[config.mk]
export PLATFORM = sky130hd
export DESIGN_NAME = yuyv_to_bgr24_converter_top
export DESIGN_NICKNAME = d
export VERILOG_FILES = /design/src/y2b_pkg.sv /design/src/y2b_chroma.sv /design/src/y2b_pixel.sv /design/src/y2b_row_tracker.sv /design/src/yuyv_to_bgr24_converter_top.sv
export SDC_FILE = /design/constraint.sdc
export NUM_CORES = 1
export LEC_CHECK = 0
export BUFFER_PORTS_ARGS = -buffer_cell sky130_fd_sc_hd__clkbuf_2
export CORE_MARGIN = 8
export CORE_UTILIZATION = 55
export CTS_BUF_LIST = sky130_fd_sc_hd__clkbuf_8
export CTS_CLUSTER_DIAMETER = 100
export CTS_CLUSTER_SIZE = 10
export DETAILED_ROUTE_END_ITERATION = 12
export HOLD_SLACK_MARGIN = 0.15
export PLACE_DENSITY = 0.77
export REMOVE_ABC_BUFFERS = 1
export SYNTH_ARGS = -nofsm -noshare
export SYNTH_HDL_FRONTEND = slang
export SYNTH_HIERARCHICAL = 1
export SYNTH_SLANG_ARGS = --single-unit
[constraint.sdc]
create_clock -name clock -period 7.65 [get_ports clock]
set_input_delay 0.3825 -clock clock [delete_from_list [all_inputs] [get_ports clock]]
set_output_delay 0.3825 -clock clock [all_outputs]
set_load 0.02 [all_outputs]
[src/y2b_pkg.sv]
// Shared types, widths and Q8 coefficients for the YUYV to BGR24 converter.
// No dependencies; imported by every module of the block.
package y2b_pkg;

   localparam int SAMPLE_W  = 8;
   localparam int WIDTH_W   = 13;
   localparam int COLUMN_W  = 12;
   localparam int PAD_W     = 2;
   localparam int TERM_W    = 18;
   localparam int SUM_W     = 19;
   localparam int MAX_WIDTH = 4096;

   localparam logic [WIDTH_W-1:0] WIDTH_RESET = 13'd640;
   localparam logic [WIDTH_W-1:0] WIDTH_MIN   = 13'd2;
   localparam logic [WIDTH_W-1:0] WIDTH_MAX   = WIDTH_W'(MAX_WIDTH & ~1);

   // Q8 coefficients, BT.601
   localparam logic signed [TERM_W-1:0] CF_RV = 18'sd359;
   localparam logic signed [TERM_W-1:0] CF_BU = 18'sd454;
   localparam logic signed [TERM_W-1:0] CF_GU = 18'sd88;
   localparam logic signed [TERM_W-1:0] CF_GV = 18'sd183;

   localparam logic signed [SAMPLE_W:0] CHROMA_OFFSET = 9'sd128;

   typedef struct packed {
      logic signed [TERM_W-1:0] blue_term;
      logic signed [TERM_W-1:0] green_term;
      logic signed [TERM_W-1:0] red_term;
   } chroma_terms_type;

   typedef struct packed {
      logic             row_end;
      logic [PAD_W-1:0] pad_bytes;
   } row_info_type;

endpackage

[src/y2b_chroma.sv]
// Shared chroma products for one YUYV group (both pixels use them).
// Depends on y2b_pkg.
module y2b_chroma
   import y2b_pkg::*;
(
   input  logic [SAMPLE_W-1:0] chroma_blue,
   input  logic [SAMPLE_W-1:0] chroma_red,
   output chroma_terms_type    terms
);

   logic signed [SAMPLE_W:0] du;
   logic signed [SAMPLE_W:0] dv;
   logic signed [TERM_W-1:0] du_ext;
   logic signed [TERM_W-1:0] dv_ext;

   assign du     = $signed({1'b0, chroma_blue}) - CHROMA_OFFSET;
   assign dv     = $signed({1'b0, chroma_red}) - CHROMA_OFFSET;
   assign du_ext = TERM_W'(du);
   assign dv_ext = TERM_W'(dv);

   always_comb begin
      terms.blue_term  = CF_BU * du_ext;
      terms.green_term = -(CF_GU * du_ext) - (CF_GV * dv_ext);
      terms.red_term   = CF_RV * dv_ext;
   end

endmodule

[src/y2b_pixel.sv]
// One BGR pixel from a luma sample and the shared chroma terms: add, floor, clamp.
// Depends on y2b_pkg.
module y2b_pixel
   import y2b_pkg::*;
(
   input  logic [SAMPLE_W-1:0] luma,
   input  chroma_terms_type    terms,
   output logic [SAMPLE_W-1:0] blue,
   output logic [SAMPLE_W-1:0] green,
   output logic [SAMPLE_W-1:0] red
);

   // arithmetic shift floors negative sums
   function automatic logic [SAMPLE_W-1:0] clamp_q8(input logic signed [SUM_W-1:0] sum);
      logic signed [SUM_W-1:0] v;
      begin
         v = sum >>> 8;
         if (v < 0) begin
            clamp_q8 = '0;
         end else if (v > 255) begin
            clamp_q8 = '1;
         end else begin
            clamp_q8 = v[SAMPLE_W-1:0];
         end
      end
   endfunction

   logic signed [SUM_W-1:0] base;

   assign base  = $signed({3'b000, luma, 8'h00});
   assign blue  = clamp_q8(base + SUM_W'(terms.blue_term));
   assign green = clamp_q8(base + SUM_W'(terms.green_term));
   assign red   = clamp_q8(base + SUM_W'(terms.red_term));

endmodule

[src/y2b_row_tracker.sv]
// Row width register and pair column counter; flags the last pair of a row.
// Depends on y2b_pkg.
module y2b_row_tracker
   import y2b_pkg::*;
(
   input  logic               clock,
   input  logic               reset,
   input  logic               csr_write_enable,
   input  logic [WIDTH_W-1:0] csr_write_data,
   input  logic               advance,
   output row_info_type       row_info
);

   logic [WIDTH_W-1:0]  row_width_ff;
   logic [WIDTH_W-1:0]  row_width_in;
   logic [COLUMN_W-1:0] col_ff;
   logic [COLUMN_W-1:0] col_in;
   logic [WIDTH_W-1:0]  eff_width;
   logic [WIDTH_W-1:0]  pairs;
   logic [WIDTH_W-1:0]  col_next;
   logic                last_pair;

   always_comb begin
      eff_width = {row_width_ff[WIDTH_W-1:1], 1'b0};
      if (eff_width < WIDTH_MIN) begin
         eff_width = WIDTH_MIN;
      end else if (eff_width > WIDTH_MAX) begin
         eff_width = WIDTH_MAX;
      end
      pairs     = eff_width >> 1;
      col_next  = {1'b0, col_ff} + 13'd1;
      last_pair = (col_next >= pairs);

      row_info.row_end   = last_pair;
      // -3w mod 4 equals w mod 4
      row_info.pad_bytes = last_pair ? eff_width[PAD_W-1:0] : '0;

      row_width_in = csr_write_enable ? csr_write_data : row_width_ff;
      col_in       = col_ff;
      if (advance) begin
         col_in = last_pair ? '0 : col_next[COLUMN_W-1:0];
      end
   end

   always_ff @(posedge clock) begin
      if (reset) begin
         row_width_ff <= WIDTH_RESET;
         col_ff       <= '0;
      end else begin
         row_width_ff <= row_width_in;
         col_ff       <= col_in;
      end
   end

   a_row_end_wraps: assert property (@(posedge clock) disable iff (reset)
      advance && last_pair |=> col_ff == '0)
      else $error("column counter did not return to zero at row end");

   a_pad_only_at_row_end: assert property (@(posedge clock) disable iff (reset)
      !last_pair |-> row_info.pad_bytes == '0)
      else $error("padding reported away from row end");

endmodule

[src/yuyv_to_bgr24_converter_top.sv]
// Top level of the YUYV 4:2:2 to BGR24 converter.
// Depends on y2b_pkg, y2b_chroma, y2b_pixel and y2b_row_tracker.
//
// Usage
//   req_*  : one YUYV group per transfer (Y0, U, Y1, V).
//   rsp_*  : one transfer per group: two BGR pixels, a row end flag and the
//            number of zero bytes that bring the row to a 4-byte boundary.
//   csr_*  : row width in pixels; write only while the block is idle.
//            Odd widths round down, and the width is held to 2..4096.
// From a req transfer to rsp_valid, the group is held in an input
// register, converted by constant multiplies, adds and clamps, and caught
// in the result register once the result stage is free.
// Throughput is one group per cycle while rsp_ready is high; the result and
// input registers each take a new transfer once the stage behind them moves.
// When the receiver stalls, the result holds and the input register fills;
// req_ready drops only once both stages hold data.
// Reset empties both stages, sets the width to 640 and the column to zero.
module yuyv_to_bgr24_converter_top
   import y2b_pkg::*;
(
   input  logic                clock,
   input  logic                reset,

   input  logic                req_valid,
   output logic                req_ready,
   input  logic [SAMPLE_W-1:0] req_luma_first,
   input  logic [SAMPLE_W-1:0] req_chroma_blue,
   input  logic [SAMPLE_W-1:0] req_luma_second,
   input  logic [SAMPLE_W-1:0] req_chroma_red,

   output logic                rsp_valid,
   input  logic                rsp_ready,
   output logic [SAMPLE_W-1:0] rsp_blue_first,
   output logic [SAMPLE_W-1:0] rsp_green_first,
   output logic [SAMPLE_W-1:0] rsp_red_first,
   output logic [SAMPLE_W-1:0] rsp_blue_second,
   output logic [SAMPLE_W-1:0] rsp_green_second,
   output logic [SAMPLE_W-1:0] rsp_red_second,
   output logic                rsp_row_end,
   output logic [PAD_W-1:0]    rsp_pad_bytes,

   input  logic                csr_write_enable,
   input  logic [WIDTH_W-1:0]  csr_write_data
);

   // input register
   logic                s0_valid_ff, s0_valid_in;
   logic [SAMPLE_W-1:0] s0_luma0_ff, s0_luma1_ff, s0_u_ff, s0_v_ff;
   row_info_type        s0_row_ff;

   // result register
   logic                rsp_valid_ff, rsp_valid_in;
   logic [SAMPLE_W-1:0] b0_ff, g0_ff, r0_ff, b1_ff, g1_ff, r1_ff;
   row_info_type        rsp_row_ff;

   logic                s0_ready, s1_ready, req_take, s0_move;
   row_info_type        row_info;
   chroma_terms_type    terms;
   logic [SAMPLE_W-1:0] b0, g0, r0, b1, g1, r1;

   assign s1_ready  = !rsp_valid_ff || rsp_ready;
   assign s0_ready  = !s0_valid_ff || s1_ready;
   assign req_ready = s0_ready;
   assign req_take  = req_valid && s0_ready;
   assign s0_move   = s0_valid_ff && s1_ready;

   // Row position is settled as each group enters, so order is kept.
   y2b_row_tracker u_row (
      .clock            (clock),
      .reset            (reset),
      .csr_write_enable (csr_write_enable),
      .csr_write_data   (csr_write_data),
      .advance          (req_take),
      .row_info         (row_info)
   );

   y2b_chroma u_chroma (
      .chroma_blue (s0_u_ff),
      .chroma_red  (s0_v_ff),
      .terms       (terms)
   );

   y2b_pixel u_pixel_first (
      .luma  (s0_luma0_ff),
      .terms (terms),
      .blue  (b0),
      .green (g0),
      .red   (r0)
   );

   y2b_pixel u_pixel_second (
      .luma  (s0_luma1_ff),
      .terms (terms),
      .blue  (b1),
      .green (g1),
      .red   (r1)
   );

   always_comb begin
      // input stage: fill on a req transfer, drain when the result moves on
      s0_valid_in = s0_valid_ff;
      if (req_take) begin
         s0_valid_in = 1'b1;
      end else if (s0_move) begin
         s0_valid_in = 1'b0;
      end
      // result stage
      rsp_valid_in = rsp_valid_ff;
      if (s0_move) begin
         rsp_valid_in = 1'b1;
      end else if (rsp_ready) begin
         rsp_valid_in = 1'b0;
      end
   end

   always_ff @(posedge clock) begin
      if (reset) begin
         s0_valid_ff  <= 1'b0;
         rsp_valid_ff <= 1'b0;
      end else begin
         s0_valid_ff  <= s0_valid_in;
         rsp_valid_ff <= rsp_valid_in;
      end
   end

   // payload registers: no reset
   always_ff @(posedge clock) begin
      if (req_take) begin
         s0_luma0_ff <= req_luma_first;
         s0_u_ff     <= req_chroma_blue;
         s0_luma1_ff <= req_luma_second;
         s0_v_ff     <= req_chroma_red;
         s0_row_ff   <= row_info;
      end
      if (s0_move) begin
         b0_ff      <= b0;
         g0_ff      <= g0;
         r0_ff      <= r0;
         b1_ff      <= b1;
         g1_ff      <= g1;
         r1_ff      <= r1;
         rsp_row_ff <= s0_row_ff;
      end
   end

   assign rsp_valid        = rsp_valid_ff;
   assign rsp_blue_first   = b0_ff;
   assign rsp_green_first  = g0_ff;
   assign rsp_red_first    = r0_ff;
   assign rsp_blue_second  = b1_ff;
   assign rsp_green_second = g1_ff;
   assign rsp_red_second   = r1_ff;
   assign rsp_row_end      = rsp_row_ff.row_end;
   assign rsp_pad_bytes    = rsp_row_ff.pad_bytes;

   a_stall_blocks_input: assert property (@(posedge clock) disable iff (reset)
      s0_valid_ff && rsp_valid_ff && !rsp_ready |-> !req_ready)
      else $error("input taken while both stages are full and stalled");

   a_reset_empties: assert property (@(posedge clock)
      reset |=> !s0_valid_ff && !rsp_valid_ff)
      else $error("pipeline not empty after reset");

   a_result_from_stage: assert property (@(posedge clock) disable iff (reset)
      !rsp_valid_ff && !s0_valid_ff |=> !rsp_valid_ff)
      else $error("result appeared without a group in the input register");

endmodule
; ---- Word level (Yosys, flattened, before mapping)
; Cells that the tools add are included.
[word_totals]
regBits = 113
latch_bits = 0
mem_bits_rw = 0
romBits = 0
word_cells = 72
memories = 0
[classes]
n_addsub = 11
n_mul = 4
n_div = 0
magnitude_cmp = 15
eq_ne = 0
shifts = 0
muxes = 13
n_bitwise = 1
n_reduce_logical = 9
[ops]
columns = operator, count
row1 = adder 17 x 18 -> 19 bit, 6
row2 = "greater-than comparator 11 x 9 -> 1 bit, second input constant", 6
row3 = "less-than comparator 11 x 1 -> 1 bit, second input constant", 6
row4 = two-way mux 8 bit, 6
row5 = two-way mux 13 bit, 2
row6 = "multiplier 10 x 9 -> 18 bit, first input constant", 1
row7 = "multiplier 9 x 9 -> 18 bit, first input constant", 1
row8 = negator 18 bit, 1
row9 = subtractor 18 bit, 1
row10 = "subtractor 8 x 8 -> 9 bit, second input constant", 2
row11 = "multiplier 9 x 9 -> 17 bit, first input constant", 1
row12 = "multiplier 5 x 9 -> 14 bit, first input constant", 1
row13 = "adder 12 x 1 -> 13 bit, second input constant", 1
row14 = >= comparator 13 x 12 -> 1 bit, 1
row15 = "greater-than comparator 13 bit, second input constant", 1
row16 = "less-than comparator 13 x 2 -> 1 bit, second input constant", 1
row17 = two-way mux 12 bit, 1
row18 = two-way mux 1 bit, 4
row19 = nonzero test 2 bit, 2
row20 = logical AND 1 bit, 2
row21 = zero test 1 bit, 2
row22 = logical OR 1 bit, 2
row23 = OR reduction 2 bit, 1
row24 = NOT 1 bit, 1

; ---- Depth between registers and ports, before layout
[logic_depth]
depth_word = 7
mapped_depth = 31
mapped_depth_nobuf = 31

; ---- Modules after synthesis
; The synthesis kept the hierarchy.
[modules_own_cells]
columns = module, n_inst, cells_each, area_per_inst_um2
row1 = y2b_chroma, 1, 695, 6219.7
row2 = y2b_pixel, 2, 244, 1726.7
row3 = yuyv_to_bgr24_converter_top, 1, 96, 2686.3
row4 = y2b_row_tracker, 1, 190, 1679.1

; ---- Least setup slack after synthesis
; Ideal clock, no wire load.
[synth_timing]
path_type = register -> register
startpoint = reg s0_u_ff[3]
endpoint = reg g0_ff[2], in the netlist rsp_green_first[2] (data pin)
setup_ns = 0.130
arrival_time_ns = 7.253
setup_slack_ns = 0.267
path_stages_with_launch = 31
synth_period_minus_slack_ns = 7.383
cell_sequence = edfxtp_1 > ha_1 > inv_1 > fa_1 > inv_1 > ha_1 > a21oi_1 > nand2_1 > a21oi_1 > xnor2_1 > ha_1 > fa_1 > fa_1 > inv_1 > fa_1 > inv_1 > fa_1 > inv_1 > ha_1 > and3_1 > nand2_1 > a211oi_1 > nor2_1 > xnor2_1 > ha_1 > or2_0 > a21oi_1 > a31oi_1 > a31o_1 > a311oi_4 > o21a_1
[synth_lines]
columns = item, line
row1 = from (decl), yuyv_to_bgr24_converter_top.sv:48  ; logic [SAMPLE_W-1:0] s0_luma0_ff, s0_luma1_ff, s0_u_ff, s0_v_ff;
row2 = from (signal assigned), yuyv_to_bgr24_converter_top.sv:130  ; s0_u_ff <= req_chroma_blue;
row3 = to (signal assigned), yuyv_to_bgr24_converter_top.sv:137  ; g0_ff <= g0;
row4 = to (decl), yuyv_to_bgr24_converter_top.sv:53  ; logic [SAMPLE_W-1:0] b0_ff, g0_ff, r0_ff, b1_ff, g1_ff, r1_ff;

==> metrics.md <==
| Metric | Value |
|---|---|
| Period utilization | a little over nine tenths |
| Transition at the pin with the smallest max-transition slack | roughly 1.2 ns |
| Starting Density | 55.6% |
| # diodes | 0 |
| H-tree levels | 3 |
| CP required | roughly 7.9 ns |
| Routed via count divided by cell count | 5.69 |
| Biggest cell delay along the critical path | approximately 0.54 ns |
| Port Buffers | 101 |
| Maximum number of pins on one net before global-route repair | 60 |
| Average wire per standard cell | between 15 and 20 um |
| Share of the core filled with cells | between 60% and 70% |
| Insertion delay of the later-clocked pin in the worst-skew pair | around 0.41 ns |
| Kind of path behind the tightest hold check | in2reg |
| # Max-Cap Violations | 0 |
| Crit-path slowest cell | sky130_fd_sc_hd__fa_1 |
| Critical path startpoint category | register |
| Slew Limit Headroom | 19.9% |
| CP dominant cell by count | sky130_fd_sc_hd__fa_1 |
| Setup skew after layout | between 0.015 and 0.02 ns |
| Root Driver | sky130_fd_sc_hd__clkbuf_8 |
| Area growth from synthesis to final layout | 14.4% |
| Syn. warnings | 6 |
| Number of clock buffers inserted by TritonCTS | 9 |
| Overall fraction of global-route tracks in use | 21.1% |
| Start-to-end type of the worst setup path | reg2reg |
| Die Height | 175 um |
| Remaining antenna violation count after routing | 0 |
| Combined area of all synthesized cells | roughly 14000 um^2 |
| Reg-to-reg critical path startpoint | s0_u_ff[1] |
| Capture endpoint of the worst hold path | s0_luma1_ff[4] |
| Maximum buffer depth of the clock tree | 2 |
| Core area | 25000 um^2 |
| Filler instances | between 2000 and 2500 |
| Chip width | around 180 um |
| Total count of hold-check failures in the final report | 0 |
| Detailed-placement wirelength estimate | 26000 um |
| Achievable clock frequency | 0.135 GHz |
| R2R cell count | 32 |
| WL final | roughly 33000 um |
| Endpoint kind of the worst setup timing path | register |
| Total negative setup slack | 0 ns |
| Post-Place Worst Slack | -0.0692 ns |
| Endpoint arrival time on the critical path | 7.68 ns |
| Ratio of cells with drive above 1 in the final layout | 16.7% |
| Worst Slack Setup Final | 0.234 ns |
| Number of sinks handled by clock tree synthesis | about 110 |
| Combined area of the multi-input logic cells | slightly above 10000 um^2 |
| First-pass GRT wire length | 53300 um |
| Die area | a little over 30000 um^2 |
| Reg-to-reg slack, setup | 0.23 ns |
| Number of nets in the final layout | 1990 |
| Global placer's final weighted congestion | 0.894 |
| Count of pins on the block boundary | between 100 and 150 |
| DRC violation count after routing | 0 |
| Hold_sp | req_luma_second[4] |
| Number of antenna violations at the first check in global routing | 0 |
| Storage element area | ~3100 um^2 |
| Cell Rows | 58 |
| Final Setup Violations | 0 |
| Post-CTS clock slew at the launch and capture registers of the worst setup and hold paths | approximately 0.13 ns |
| Crit path max fanout | 8 |
| Total via count in the routed design | between 10000 and 15000 |
| Outcome | finished, final reports clean |
| Number of cells traversed by the worst hold path | 1 |
| Average size of a mapped cell | about 9.6 um^2 |
| Via count of the first global-routing pass | about 11000 |
| Final count of pins violating max slew | 0 |
| Tmin final | 7.42 ns |
| Clock tree from TritonCTS | built |
| Reg2Reg Capture Point | rsp_green_first[0] |
| First-pass iteration count of the detailed router | 6 |
| Number of DRC violations after detailed-routing iteration 0 | ~770 |
| Remaining global-route overflow | 0 |
| Post-Syn Instances | between 1000 and 1500 |
worst max-delay path by stage:
| stage | start | to | slack [ns] |
|---|---|---|---|
| 5_1_grt | s0_u_ff[1] | rsp_green_first[0] | -0.06 |
| 4_1_cts | s0_u_ff[4] | rsp_green_second[2] | 0.0002 |
| 3_5_place_dp | s0_u_ff[2] | rsp_green_second[5] | -0.07 |
| 3_3_place_gp | s0_u_ff[1] | rsp_green_second[5] | 0.05 |
| 6_report | s0_u_ff[1] | rsp_green_first[0] | 0.23 |
| 2_1_floorplan | s0_u_ff[3] | rsp_green_first[2] | 0.27 |
per-layer routing:
layer	global-route usage, %	up-vias	wire length (um)
met1	25.2	5275	13900
met4	6.50	0	964
met3	2.61	74	1390
li1	-	5465	-
met2	38.6	277	16700
met5	0	-	0
stage by stage:
step	cells	hold WS, ns	area [um^2]
floorplan	1426	0.400	13800
finish	1948	0.155	15900
CTS	1936	0.152	15500
global placement	1889	0.401	15000
detailed placement	1889	0.412	15000
global route	1948	0.154	15900
registers in the layout (all words and copies together) (netlist names):
signal              flops
rsp_green_first         8
rsp_red_first           8
s0_u_ff                 8
s0_luma0_ff             8
rsp_red_second          8
rsp_blue_first          8
rsp_blue_second         8
s0_v_ff                 8
rsp_row_end             1
s0_valid_ff             1
rsp_green_second        8
s0_row_ff               3
u_row/row_width_ff     12
s0_luma1_ff             8
rsp_valid               1
u_row/col_ff           12
rsp_pad_bytes           2
cells in the final DEF (no fill, tap or decap), drive strengths merged, types with 7 or more instances in the layout:
cell type and instances:
inv 231, nand2b 23, ha 239, a21boi 11, o21a 33, nor4 9
or2 11, a211oi 22, clkbuf 110, dfxtp 26, nor3 20, nand3 23
and2 8, a31oi 18, nor2b 13, buf 48, nand2 72, a21oi 78
or3 8, xor2 27, xnor2 52, nor2 87, fa 88, dlygate4sd3 27
edfxtp 86, o211ai 15, o31ai 7, a21o 31, mux2i 12, o21ai 57
o2111ai 15, nand4 9
critical path, delay by kind of cell (launching register included):
family / cells / cell delay [ns]
xor gates and xnor gates: 2 / 0.29
AOI/OAI and AO/OA: 8 / 1.56
adders and majority gates: 10 / 3.60
and+or+nand+nor: 6 / 0.72
DFF: 1 / 0.46
buffers and inverters: 6 / 0.63
repair_timing:
item / CTS / global route
endpoints found under the setup margin: 16 / 16
hold endpoints to repair: 27 / 0
buffers inserted: 4 / 12
pin swaps: 5 / 44
hold buffers: 27 / 0
resized for setup: 11 / 49
area by class of cell:
| class | count | area share, % |
|---|---|---|
| multi-input combinational | 1085 | 64.0 |
| sequential | 112 | 19.5 |
| timing repair buffer | 176 | 7.21 |
| inverter | 229 | 5.40 |
| tap | 330 | 2.59 |
| clock buffer | 9 | 0.778 |
| clock inverter | 7 | 0.543 |
Power is not shown: default switching activity piles up to over one toggle a cycle in this logic, so the estimate is an artifact.
